### src/frl_pkg.sv
// shared types and constants for the frame rms level unit
package frl_pkg;

  // field widths
  localparam int unsigned SampleW = 16;
  localparam int unsigned CountW  = 13;
  localparam int unsigned LevelW  = 24;
  localparam int unsigned SqW     = 31;
  localparam int unsigned SumW    = 43;

  // frame length limit
  localparam int unsigned MaxFrame = 4096;

  // long division of sum * 2^16, one quotient bit a cycle
  localparam int unsigned FracW    = 16;
  localparam int unsigned DivSteps = SumW + FracW;
  localparam int unsigned DivRemW  = CountW;

  // square root, two radicand bits a cycle
  localparam int unsigned SqrtSteps = LevelW;
  localparam int unsigned SqrtTop   = 2 * SqrtSteps - 1;
  localparam int unsigned SqRemW    = LevelW + 2;

  localparam int unsigned StepW = $clog2(DivSteps);

  // frame queue between front and back
  localparam int unsigned QueueDepth = 2;
  localparam int unsigned QPtrW      = $clog2(QueueDepth);
  localparam int unsigned QLevelW    = $clog2(QueueDepth + 1);

  // one finished frame handed to the back end
  typedef struct packed {
    logic [SumW-1:0]   sum;
    logic [CountW-1:0] count;
    logic              too_long;
  } frame_rec_t;

  typedef struct packed {
    logic       valid;
    frame_rec_t rec;
  } frame_push_t;

  // back end sequencer
  typedef enum logic [3:0] {
    BackIdle = 4'b0001,
    BackDiv  = 4'b0010,
    BackSqrt = 4'b0100,
    BackDone = 4'b1000
  } back_state_e;

endpackage

### src/frl_if.sv
// valid/ready channel interfaces for samples and frame results
interface frl_in_if;
  logic                              valid;
  logic                              ready;
  logic signed [frl_pkg::SampleW-1:0] sample;
  logic                              frame_end;

  modport source (output valid, output sample, output frame_end, input ready);
  modport sink   (input valid, input sample, input frame_end, output ready);
endinterface

interface frl_out_if;
  logic                         valid;
  logic                         ready;
  logic [frl_pkg::LevelW-1:0]   rms_level;
  logic [frl_pkg::CountW-1:0]   frame_count;
  logic                         too_long;

  modport source (output valid, output rms_level, output frame_count, output too_long,
                  input ready);
  modport sink   (input valid, input rms_level, input frame_count, input too_long,
                  output ready);
endinterface

### src/frl_front.sv
// sample front end: squares, counts and sums one sample a cycle while the queue has room
module frl_front (
  input  logic                              clk_i,
  input  logic                              rst_ni,
  input  logic                              valid_i,
  output logic                              ready_o,
  input  logic signed [frl_pkg::SampleW-1:0] sample_i,
  input  logic                              frame_end_i,
  input  logic [frl_pkg::QLevelW-1:0]       q_level_i,
  output frl_pkg::frame_push_t              push_o
);

  logic                        accept;
  logic [frl_pkg::SampleW-1:0] mag;
  logic                        room;
  logic [frl_pkg::CountW-1:0]  tally_q, tally_d, tally_inc;
  logic                        ovf_q, ovf_d;

  logic                        a_valid_q, a_last_q, a_add_q, a_ovf_q;
  logic [frl_pkg::SqW-1:0]     a_sq_q;
  logic [frl_pkg::CountW-1:0]  a_count_q;

  logic [frl_pkg::SumW-1:0]    sum_q, sum_next;
  logic                        pending;
  logic [frl_pkg::QLevelW:0]   used;

  // queue space, counting a frame end still in the sum stage
  assign pending = a_valid_q & a_last_q;
  assign used    = {1'b0, q_level_i} + {{frl_pkg::QLevelW{1'b0}}, pending};
  assign ready_o = used < (frl_pkg::QLevelW+1)'(frl_pkg::QueueDepth);
  assign accept  = valid_i & ready_o;

  // magnitude of the sample, -32768 maps to 32768
  assign mag = sample_i[frl_pkg::SampleW-1] ? (~sample_i + frl_pkg::SampleW'(1))
                                            : sample_i;

  assign room      = tally_q < frl_pkg::CountW'(frl_pkg::MaxFrame);
  assign tally_inc = tally_q + frl_pkg::CountW'(1);

  // tally and overflow tracking
  always_comb begin
    tally_d = tally_q;
    ovf_d   = ovf_q;
    if (accept) begin
      if (frame_end_i) begin
        tally_d = '0;
        ovf_d   = 1'b0;
      end else if (room) begin
        tally_d = tally_inc;
      end else begin
        ovf_d = 1'b1;
      end
    end
  end

  always_ff @(posedge clk_i or negedge rst_ni) begin
    if (!rst_ni) begin
      tally_q   <= '0;
      ovf_q     <= 1'b0;
      a_valid_q <= 1'b0;
      a_last_q  <= 1'b0;
    end else begin
      tally_q   <= tally_d;
      ovf_q     <= ovf_d;
      a_valid_q <= accept;
      if (accept) begin
        a_last_q <= frame_end_i;
      end
    end
  end

  // square stage
  always_ff @(posedge clk_i) begin
    if (accept) begin
      a_sq_q    <= frl_pkg::SqW'(mag * mag);
      a_add_q   <= room;
      a_count_q <= room ? tally_inc : tally_q;
      a_ovf_q   <= ovf_q | ~room;
    end
  end

  // sum stage
  assign sum_next = sum_q + (a_add_q ? {{(frl_pkg::SumW-frl_pkg::SqW){1'b0}}, a_sq_q}
                                     : '0);

  always_ff @(posedge clk_i or negedge rst_ni) begin
    if (!rst_ni) begin
      sum_q <= '0;
    end else if (a_valid_q) begin
      sum_q <= a_last_q ? '0 : sum_next;
    end
  end

  assign push_o.valid        = pending;
  assign push_o.rec.sum      = sum_next;
  assign push_o.rec.count    = a_count_q;
  assign push_o.rec.too_long = a_ovf_q;

endmodule

### src/frl_queue.sv
// short queue of finished frames between front and back
module frl_queue (
  input  logic                        clk_i,
  input  logic                        rst_ni,
  input  frl_pkg::frame_push_t        push_i,
  input  logic                        pop_i,
  output frl_pkg::frame_rec_t         head_o,
  output logic [frl_pkg::QLevelW-1:0] level_o
);

  frl_pkg::frame_rec_t            mem_q [frl_pkg::QueueDepth];
  logic [frl_pkg::QPtrW-1:0]      wr_ptr_q, rd_ptr_q;
  logic [frl_pkg::QLevelW-1:0]    level_q;

  // storage
  always_ff @(posedge clk_i) begin
    if (push_i.valid) begin
      mem_q[wr_ptr_q] <= push_i.rec;
    end
  end

  // pointers and fill level
  always_ff @(posedge clk_i or negedge rst_ni) begin
    if (!rst_ni) begin
      wr_ptr_q <= '0;
      rd_ptr_q <= '0;
      level_q  <= '0;
    end else begin
      if (push_i.valid) begin
        wr_ptr_q <= wr_ptr_q + frl_pkg::QPtrW'(1);
      end
      if (pop_i) begin
        rd_ptr_q <= rd_ptr_q + frl_pkg::QPtrW'(1);
      end
      if (push_i.valid && !pop_i) begin
        level_q <= level_q + frl_pkg::QLevelW'(1);
      end else if (!push_i.valid && pop_i) begin
        level_q <= level_q - frl_pkg::QLevelW'(1);
      end
    end
  end

  assign head_o  = mem_q[rd_ptr_q];
  assign level_o = level_q;

endmodule

### src/frl_back.sv
// back end: divides sum by count, takes the square root, holds the result
module frl_back (
  input  logic                        clk_i,
  input  logic                        rst_ni,
  input  frl_pkg::frame_rec_t         head_i,
  input  logic [frl_pkg::QLevelW-1:0] q_level_i,
  output logic                        pop_o,
  output logic                        valid_o,
  input  logic                        ready_i,
  output logic [frl_pkg::LevelW-1:0]  rms_level_o,
  output logic [frl_pkg::CountW-1:0]  frame_count_o,
  output logic                        too_long_o
);

  frl_pkg::back_state_e            state_q, state_d;
  logic [frl_pkg::StepW-1:0]       step_q, step_d;
  logic [frl_pkg::DivSteps-1:0]    dq_q, dq_d;
  logic [frl_pkg::DivRemW-1:0]     rem_q, rem_d;
  logic [frl_pkg::CountW-1:0]      div_q;
  logic [frl_pkg::LevelW-1:0]      root_q, root_d;
  logic [frl_pkg::SqRemW-1:0]      srem_q, srem_d;
  logic                            ovf_q;
  logic                            load_out;

  // division step
  logic [frl_pkg::DivRemW:0]       trial, diff;
  logic                            div_ge;
  // square root step
  logic [frl_pkg::SqRemW+1:0]      s_ext, s_trial, s_diff;
  logic                            sq_ge;

  assign trial  = {rem_q, dq_q[frl_pkg::DivSteps-1]};
  assign diff   = trial - {1'b0, div_q};
  assign div_ge = trial >= {1'b0, div_q};

  assign s_ext   = {srem_q, dq_q[frl_pkg::SqrtTop -: 2]};
  assign s_trial = {2'b00, root_q, 2'b01};
  assign s_diff  = s_ext - s_trial;
  assign sq_ge   = s_ext >= s_trial;

  assign pop_o    = (state_q == frl_pkg::BackIdle) && (q_level_i != '0);
  assign load_out = (state_q == frl_pkg::BackDone) && (!valid_o || ready_i);

  // sequencer
  always_comb begin
    state_d = state_q;
    step_d  = step_q;
    dq_d    = dq_q;
    rem_d   = rem_q;
    root_d  = root_q;
    srem_d  = srem_q;
    case (state_q)
      frl_pkg::BackIdle: begin
        if (pop_o) begin
          dq_d   = {head_i.sum, {frl_pkg::FracW{1'b0}}};
          rem_d  = '0;
          root_d = '0;
          step_d = frl_pkg::StepW'(frl_pkg::DivSteps - 1);
          state_d = head_i.too_long ? frl_pkg::BackDone : frl_pkg::BackDiv;
        end
      end
      frl_pkg::BackDiv: begin
        rem_d = div_ge ? diff[frl_pkg::DivRemW-1:0] : trial[frl_pkg::DivRemW-1:0];
        dq_d  = {dq_q[frl_pkg::DivSteps-2:0], div_ge};
        if (step_q == '0) begin
          srem_d  = '0;
          step_d  = frl_pkg::StepW'(frl_pkg::SqrtSteps - 1);
          state_d = frl_pkg::BackSqrt;
        end else begin
          step_d = step_q - frl_pkg::StepW'(1);
        end
      end
      frl_pkg::BackSqrt: begin
        srem_d = sq_ge ? s_diff[frl_pkg::SqRemW-1:0] : s_ext[frl_pkg::SqRemW-1:0];
        root_d = {root_q[frl_pkg::LevelW-2:0], sq_ge};
        dq_d   = {dq_q[frl_pkg::DivSteps-3:0], 2'b00};
        if (step_q == '0) begin
          state_d = frl_pkg::BackDone;
        end else begin
          step_d = step_q - frl_pkg::StepW'(1);
        end
      end
      frl_pkg::BackDone: begin
        if (load_out) begin
          state_d = frl_pkg::BackIdle;
        end
      end
      default: begin
        state_d = frl_pkg::BackIdle;
      end
    endcase
  end

  always_ff @(posedge clk_i or negedge rst_ni) begin
    if (!rst_ni) begin
      state_q <= frl_pkg::BackIdle;
    end else begin
      state_q <= state_d;
    end
  end

  // datapath registers
  always_ff @(posedge clk_i) begin
    step_q <= step_d;
    dq_q   <= dq_d;
    rem_q  <= rem_d;
    root_q <= root_d;
    srem_q <= srem_d;
    if (pop_o) begin
      div_q <= head_i.count;
      ovf_q <= head_i.too_long;
    end
  end

  // result register
  always_ff @(posedge clk_i or negedge rst_ni) begin
    if (!rst_ni) begin
      valid_o <= 1'b0;
    end else if (load_out) begin
      valid_o <= 1'b1;
    end else if (ready_i) begin
      valid_o <= 1'b0;
    end
  end

  always_ff @(posedge clk_i) begin
    if (load_out) begin
      rms_level_o   <= ovf_q ? '0 : root_q;
      frame_count_o <= div_q;
      too_long_o    <= ovf_q;
    end
  end

endmodule

### src/frame_rms_level_unit.sv
// top level of the frame rms level unit
//
//  channel  | dir | request carries                       | taken when
//  in_i     | in  | sample (s16), frame_end               | in_i.valid & in_i.ready
//  res_o    | out | rms_level (Q16.8), frame_count, too_long | res_o.valid & res_o.ready
//
// The front end takes one sample every cycle while the frame queue has room.
// The back end handles a normal frame as pop, 59 division steps, 24 square root
// steps and result load; a too-long frame goes from pop straight to result load.
// Frames shorter than that work fill the two-entry frame queue and in_i.ready drops.
// A result waiting on res_o stops the front end only once the frame queue is full.
// Reset is asynchronous, active low, and leaves all state empty.
module frame_rms_level_unit (
  input  logic       clk_i,
  input  logic       rst_ni,
  frl_in_if.sink     in_i,
  frl_out_if.source  res_o
);

  frl_pkg::frame_push_t          push;
  frl_pkg::frame_rec_t           head;
  logic [frl_pkg::QLevelW-1:0]   q_level;
  logic                          pop;

  // accumulate squares
  frl_front u_front (
    .clk_i       (clk_i),
    .rst_ni      (rst_ni),
    .valid_i     (in_i.valid),
    .ready_o     (in_i.ready),
    .sample_i    (in_i.sample),
    .frame_end_i (in_i.frame_end),
    .q_level_i   (q_level),
    .push_o      (push)
  );

  // frame queue
  frl_queue u_queue (
    .clk_i   (clk_i),
    .rst_ni  (rst_ni),
    .push_i  (push),
    .pop_i   (pop),
    .head_o  (head),
    .level_o (q_level)
  );

  // divide and square root
  frl_back u_back (
    .clk_i         (clk_i),
    .rst_ni        (rst_ni),
    .head_i        (head),
    .q_level_i     (q_level),
    .pop_o         (pop),
    .valid_o       (res_o.valid),
    .ready_i       (res_o.ready),
    .rms_level_o   (res_o.rms_level),
    .frame_count_o (res_o.frame_count),
    .too_long_o    (res_o.too_long)
  );

endmodule

### src/flat_wrapper.sv
// flat-port wrapper written by rule: the top's interface ports become plain ports
module frame_rms_level_unit_flat 
  (clk_i, rst_ni, in_i_valid, in_i_sample, in_i_frame_end, in_i_ready, res_o_valid, res_o_rms_level, res_o_frame_count, res_o_too_long, res_o_ready);
  frl_in_if in_i_i ();
  frl_out_if res_o_i ();
  input  logic clk_i;
  input  logic rst_ni;
  input wire logic [$bits(in_i_i.valid)-1:0] in_i_valid;
  input wire logic [$bits(in_i_i.sample)-1:0] in_i_sample;
  input wire logic [$bits(in_i_i.frame_end)-1:0] in_i_frame_end;
  output wire logic [$bits(in_i_i.ready)-1:0] in_i_ready;
  output wire logic [$bits(res_o_i.valid)-1:0] res_o_valid;
  output wire logic [$bits(res_o_i.rms_level)-1:0] res_o_rms_level;
  output wire logic [$bits(res_o_i.frame_count)-1:0] res_o_frame_count;
  output wire logic [$bits(res_o_i.too_long)-1:0] res_o_too_long;
  input wire logic [$bits(res_o_i.ready)-1:0] res_o_ready;
  assign in_i_i.valid = in_i_valid;
  assign in_i_i.sample = in_i_sample;
  assign in_i_i.frame_end = in_i_frame_end;
  assign in_i_ready = in_i_i.ready;
  assign res_o_valid = res_o_i.valid;
  assign res_o_rms_level = res_o_i.rms_level;
  assign res_o_frame_count = res_o_i.frame_count;
  assign res_o_too_long = res_o_i.too_long;
  assign res_o_i.ready = res_o_ready;
  frame_rms_level_unit u_core (.clk_i(clk_i), .rst_ni(rst_ni), .in_i(in_i_i), .res_o(res_o_i));
endmodule
### config.mk
export PLATFORM = sky130hd
export DESIGN_NAME = frame_rms_level_unit_flat
export DESIGN_NICKNAME = d
export VERILOG_FILES = /design/src/frl_pkg.sv /design/src/frl_if.sv /design/src/frl_front.sv /design/src/frl_queue.sv /design/src/frl_back.sv /design/src/frame_rms_level_unit.sv /design/src/flat_wrapper.sv
export SDC_FILE = /design/constraint.sdc
export NUM_CORES = 1
export LEC_CHECK = 0
export ABC_CLOCK_PERIOD_IN_PS = 11550
export BUFFER_PORTS_ARGS = -buffer_cell sky130_fd_sc_hd__buf_2
export CORE_AREA = 2 2 293 295
export DETAILED_ROUTE_END_ITERATION = 10
export DIE_AREA = 0 0 295 297
export PLACE_DENSITY_LB_ADDON = 0.08
export SYNTH_ARGS = -nofsm -noshare
export SYNTH_HDL_FRONTEND = slang
export SYNTH_SLANG_ARGS = --single-unit
### constraint.sdc
create_clock -name clk_i -period 11.55 [get_ports clk_i]
set_clock_uncertainty 0.2 [all_clocks]
set_input_delay 2.31 -clock clk_i [delete_from_list [all_inputs] [get_ports clk_i]]
set_output_delay 2.31 -clock clk_i [all_outputs]
set_load 0.02 [all_outputs]
==> metrics.txt <==
status=complete, no violations; Top delay family on crit path=adder cells; WP data required=11.66 ns; first-pass GRT wire length=103000 microns; First-pass DRT Iterations=5; Slew HR=26.3%; synthesized area=26900 sq um; Vias per Instance=4.77; crit path max fanout=9; Avg WL per Cell=17.6 microns; Final Hold Fails=0; H-tree levels=2; Hold Path Origin=u_core.u_front.a_count_q[1]; Top Ports=61; CTS root buf=clkbuf_16; Synth Warn #=0; Worst path max stage delay=0.59 ns; Initial Util=31.8%; crit path DAT=10.03 ns; antenna violations before repair=0; core area=84500 sq um; minimum clock period=9.92 ns; Die Height=297 microns; synth unique cells=93; setup TNS=0 ns; slew at the pin closest to its max-slew limit=1.10 ns; CTS Sinks=407; Worst Hold Depth=0; CTS resizes=0; final worst-path cycle share=85.9%; Crit Reg-Reg Startpoint=u_core.u_front.a_add_q; cell count after synthesis=2383; Final setup viols=0; Num CTS Buffers=44; critical path capture point type=register; Hold-fix buffers, CTS=0; GRT Total Usage=14.8%; clk slew on worst S/H paths=0.06 ns; Routed Antenna Nets=0; crit path kind=primary input to register; Hold Path End=u_core.u_queue.mem_q[1][2]; reg-to-reg critical path endpoint=u_core.u_queue.mem_q[0][48]; most used flip-flop cell after synthesis=edfxtp_1; largest net degree at the start of global routing=68; Slew Limit Fails=0; Remaining DRCs=0; CTS tree=yes; DPL Wire Length=47200 microns; worst hold path class=register to register; share of cells above drive strength 1=9.01%; PortBufs=60; Die ar.=87600 sq um; ys async rst share=16.7%; area grow syn2layout=11.9%; Synth Register Bits=407; Antenna diodes=0; DRT iter0 DRCs=784; Final Net Count=2807; R2R depth=11; CP bufs+invs=6; Max Cap Viol=0; Post-CTS Setup Inserts=0; worst skew pair latency=0.57 ns; sequential cell area fraction in the yosys report=44.2%; setup slack, reg-to-reg=7.43 ns; chip width=295 microns; Total Wirelength=63900 microns; FMAX=0.101 GHz; vias in the first global route=18149; RSZ-0062 raised after global routing=false; Post-Syn Area per Cell=11.3 sq um; clk buf depth=3; crit start category=primary input; row count=107; EDFF count, synth=339; Via Count=17304; CP max stage cell=or4_1; Top cell by count, worst path=fa_1; GR Overflow Total=0; GPL Wtd Cong=0.805
worst register-to-register path, cell delays in order (launching register included):
cell	delay, ns
edfxtp_1	0.89
and2_1	0.27
ha_1	0.28
a211oi_2	0.27
o21bai_2	0.12
a21oi_4	0.23
o31ai_4	0.12
a41oi_4	0.32
o21bai_4	0.15
a221oi_4	0.66
nor2_1	0.17
xor2_1	0.19
cell usage in the layout, fill, tap and decap left out, types with 44 or more instances in the layout:
master / instances
fa_1: 166
buf_2: 59
a21oi_1: 85
a22oi_1: 44
mux2i_1: 73
xnor2_1: 94
clkbuf_16: 45
dfrtp_1: 66
and2_1: 51
o21ai_0: 103
ha_1: 168
inv_1: 310
xor2_1: 50
edfxtp_1: 339
a22o_1: 48
nand2_1: 138
nor2_1: 193
synth_stat cells (7+ instances only):
library cell / instances / area, sq um
nand2_1: 139 / 522
and2_1: 51 / 319
nand3_1: 38 / 190
o21ai_1: 8 / 40.0
nand2b_1: 12 / 75.1
o31ai_1: 9 / 67.6
a21o_1: 43 / 323
dfrtp_1: 67 / 1680
o21bai_1: 8 / 60.1
or3_1: 7 / 43.8
o21ai_0: 103 / 515
a22oi_1: 44 / 330
a31oi_1: 17 / 106
xnor2_1: 94 / 823
inv_1: 311 / 1170
mux2i_1: 73 / 731
xor2_1: 50 / 438
a21oi_1: 86 / 430
o211ai_1: 10 / 75.1
edfxtp_1: 339 / 10200
nand4_1: 7 / 43.8
clkbuf_1: 61 / 229
ha_1: 168 / 2100
a211oi_1: 12 / 90.1
nor2b_1: 15 / 93.8
fa_1: 166 / 3320
and3_1: 29 / 181
o21a_1: 17 / 128
a22o_1: 48 / 420
a31o_2: 10 / 87.6
mux2_2: 15 / 169
nor2_1: 195 / 732
nor3_1: 17 / 85.1
metrics by stage:
step | instance area [sq um] | setup slack [ns] | cells | hold slack [ns] | utilization, %
final | 30100 | 1.63 | 3630 | 0.242 | 35.7
after global routing | 30100 | 1.13 | 3630 | 0.262 | 35.7
after CTS | 30100 | 1.66 | 3630 | 0.247 | 35.7
after detailed placement | 28600 | 1.06 | 3550 | 0.233 | 33.9
after global placement | 28600 | 1.25 | 3550 | 0.229 | 33.9
after floorplan | 26900 | 2.03 | 2392 | 0.221 | -
worst max-delay path by stage:
stage | to | start | cells past startpoint | slack [ns]
3_5_place_dp | u_core.u_front.a_sq_q[28] | in_i_sample[5] | 26 | 1.06
5_1_grt | u_core.u_front.a_sq_q[30] | in_i_sample[5] | 26 | 1.13
2_1_floorplan | u_core.u_front.a_sq_q[28] | in_i_sample[0] | 28 | 2.03
3_3_place_gp | u_core.u_front.a_sq_q[30] | in_i_sample[5] | 27 | 1.25
6_report | u_core.u_front.a_sq_q[28] | in_i_sample[5] | 27 | 1.63
4_1_cts | u_core.u_front.a_sq_q[30] | in_i_sample[5] | 27 | 1.66
layout make-up:
type,instances,area [sq um]
inverter,317,1190
multi-input combinational,1592,13600
tap,1144,1430
clock buffer,57,1220
clock inverter,23,297
fill,8375,54400
timing repair buffer,90,528
sequential,407,11900
logic make-up (layout without fill, tap and decap cells):
| kind of cell | count (synthesis) | count (layout) | share of synthesized area [%] |
|---|---|---|---|
| AND/OR/NAND/NOR | 545 | 545 | 9.54 |
| other | 2 | 11 | 0.0279 |
| buffers and inverters | 393 | 487 | 5.72 |
| AO/OA/AOI/OAI | 470 | 470 | 12.4 |
| adder cells (fa/ha/maj) | 334 | 334 | 20.2 |
| flip-flops | 407 | 407 | 44.2 |
| XOR/XNOR | 144 | 144 | 4.69 |
| multiplexers | 88 | 88 | 3.34 |
state kept, by name, indices dropped and copies added (netlist names), 24 cells and up:
signal	flops
u_core.u_back.dq_q	59
u_core.u_back.rms_level_o	24
u_core.u_back.root_q	24
u_core.u_back.srem_q	26
u_core.u_front.a_sq_q	30
u_core.u_front.sum_q	43
u_core.u_queue.mem_q	114
routing by layer:
layer / up-vias / GRT usage [%] / wire [microns]
li1: 8425 / - / -
met1: 8600 / 19.3 / 29000
met2: 208 / 26.1 / 31900
met3: 71 / 1.62 / 1700
met4: 0 / 3.33 / 1210
met5: - / 0 / 0
Power is left out: the tool's default activity adds up to more than one toggle a clock period on the data nets, which glitch-free logic cannot reach.
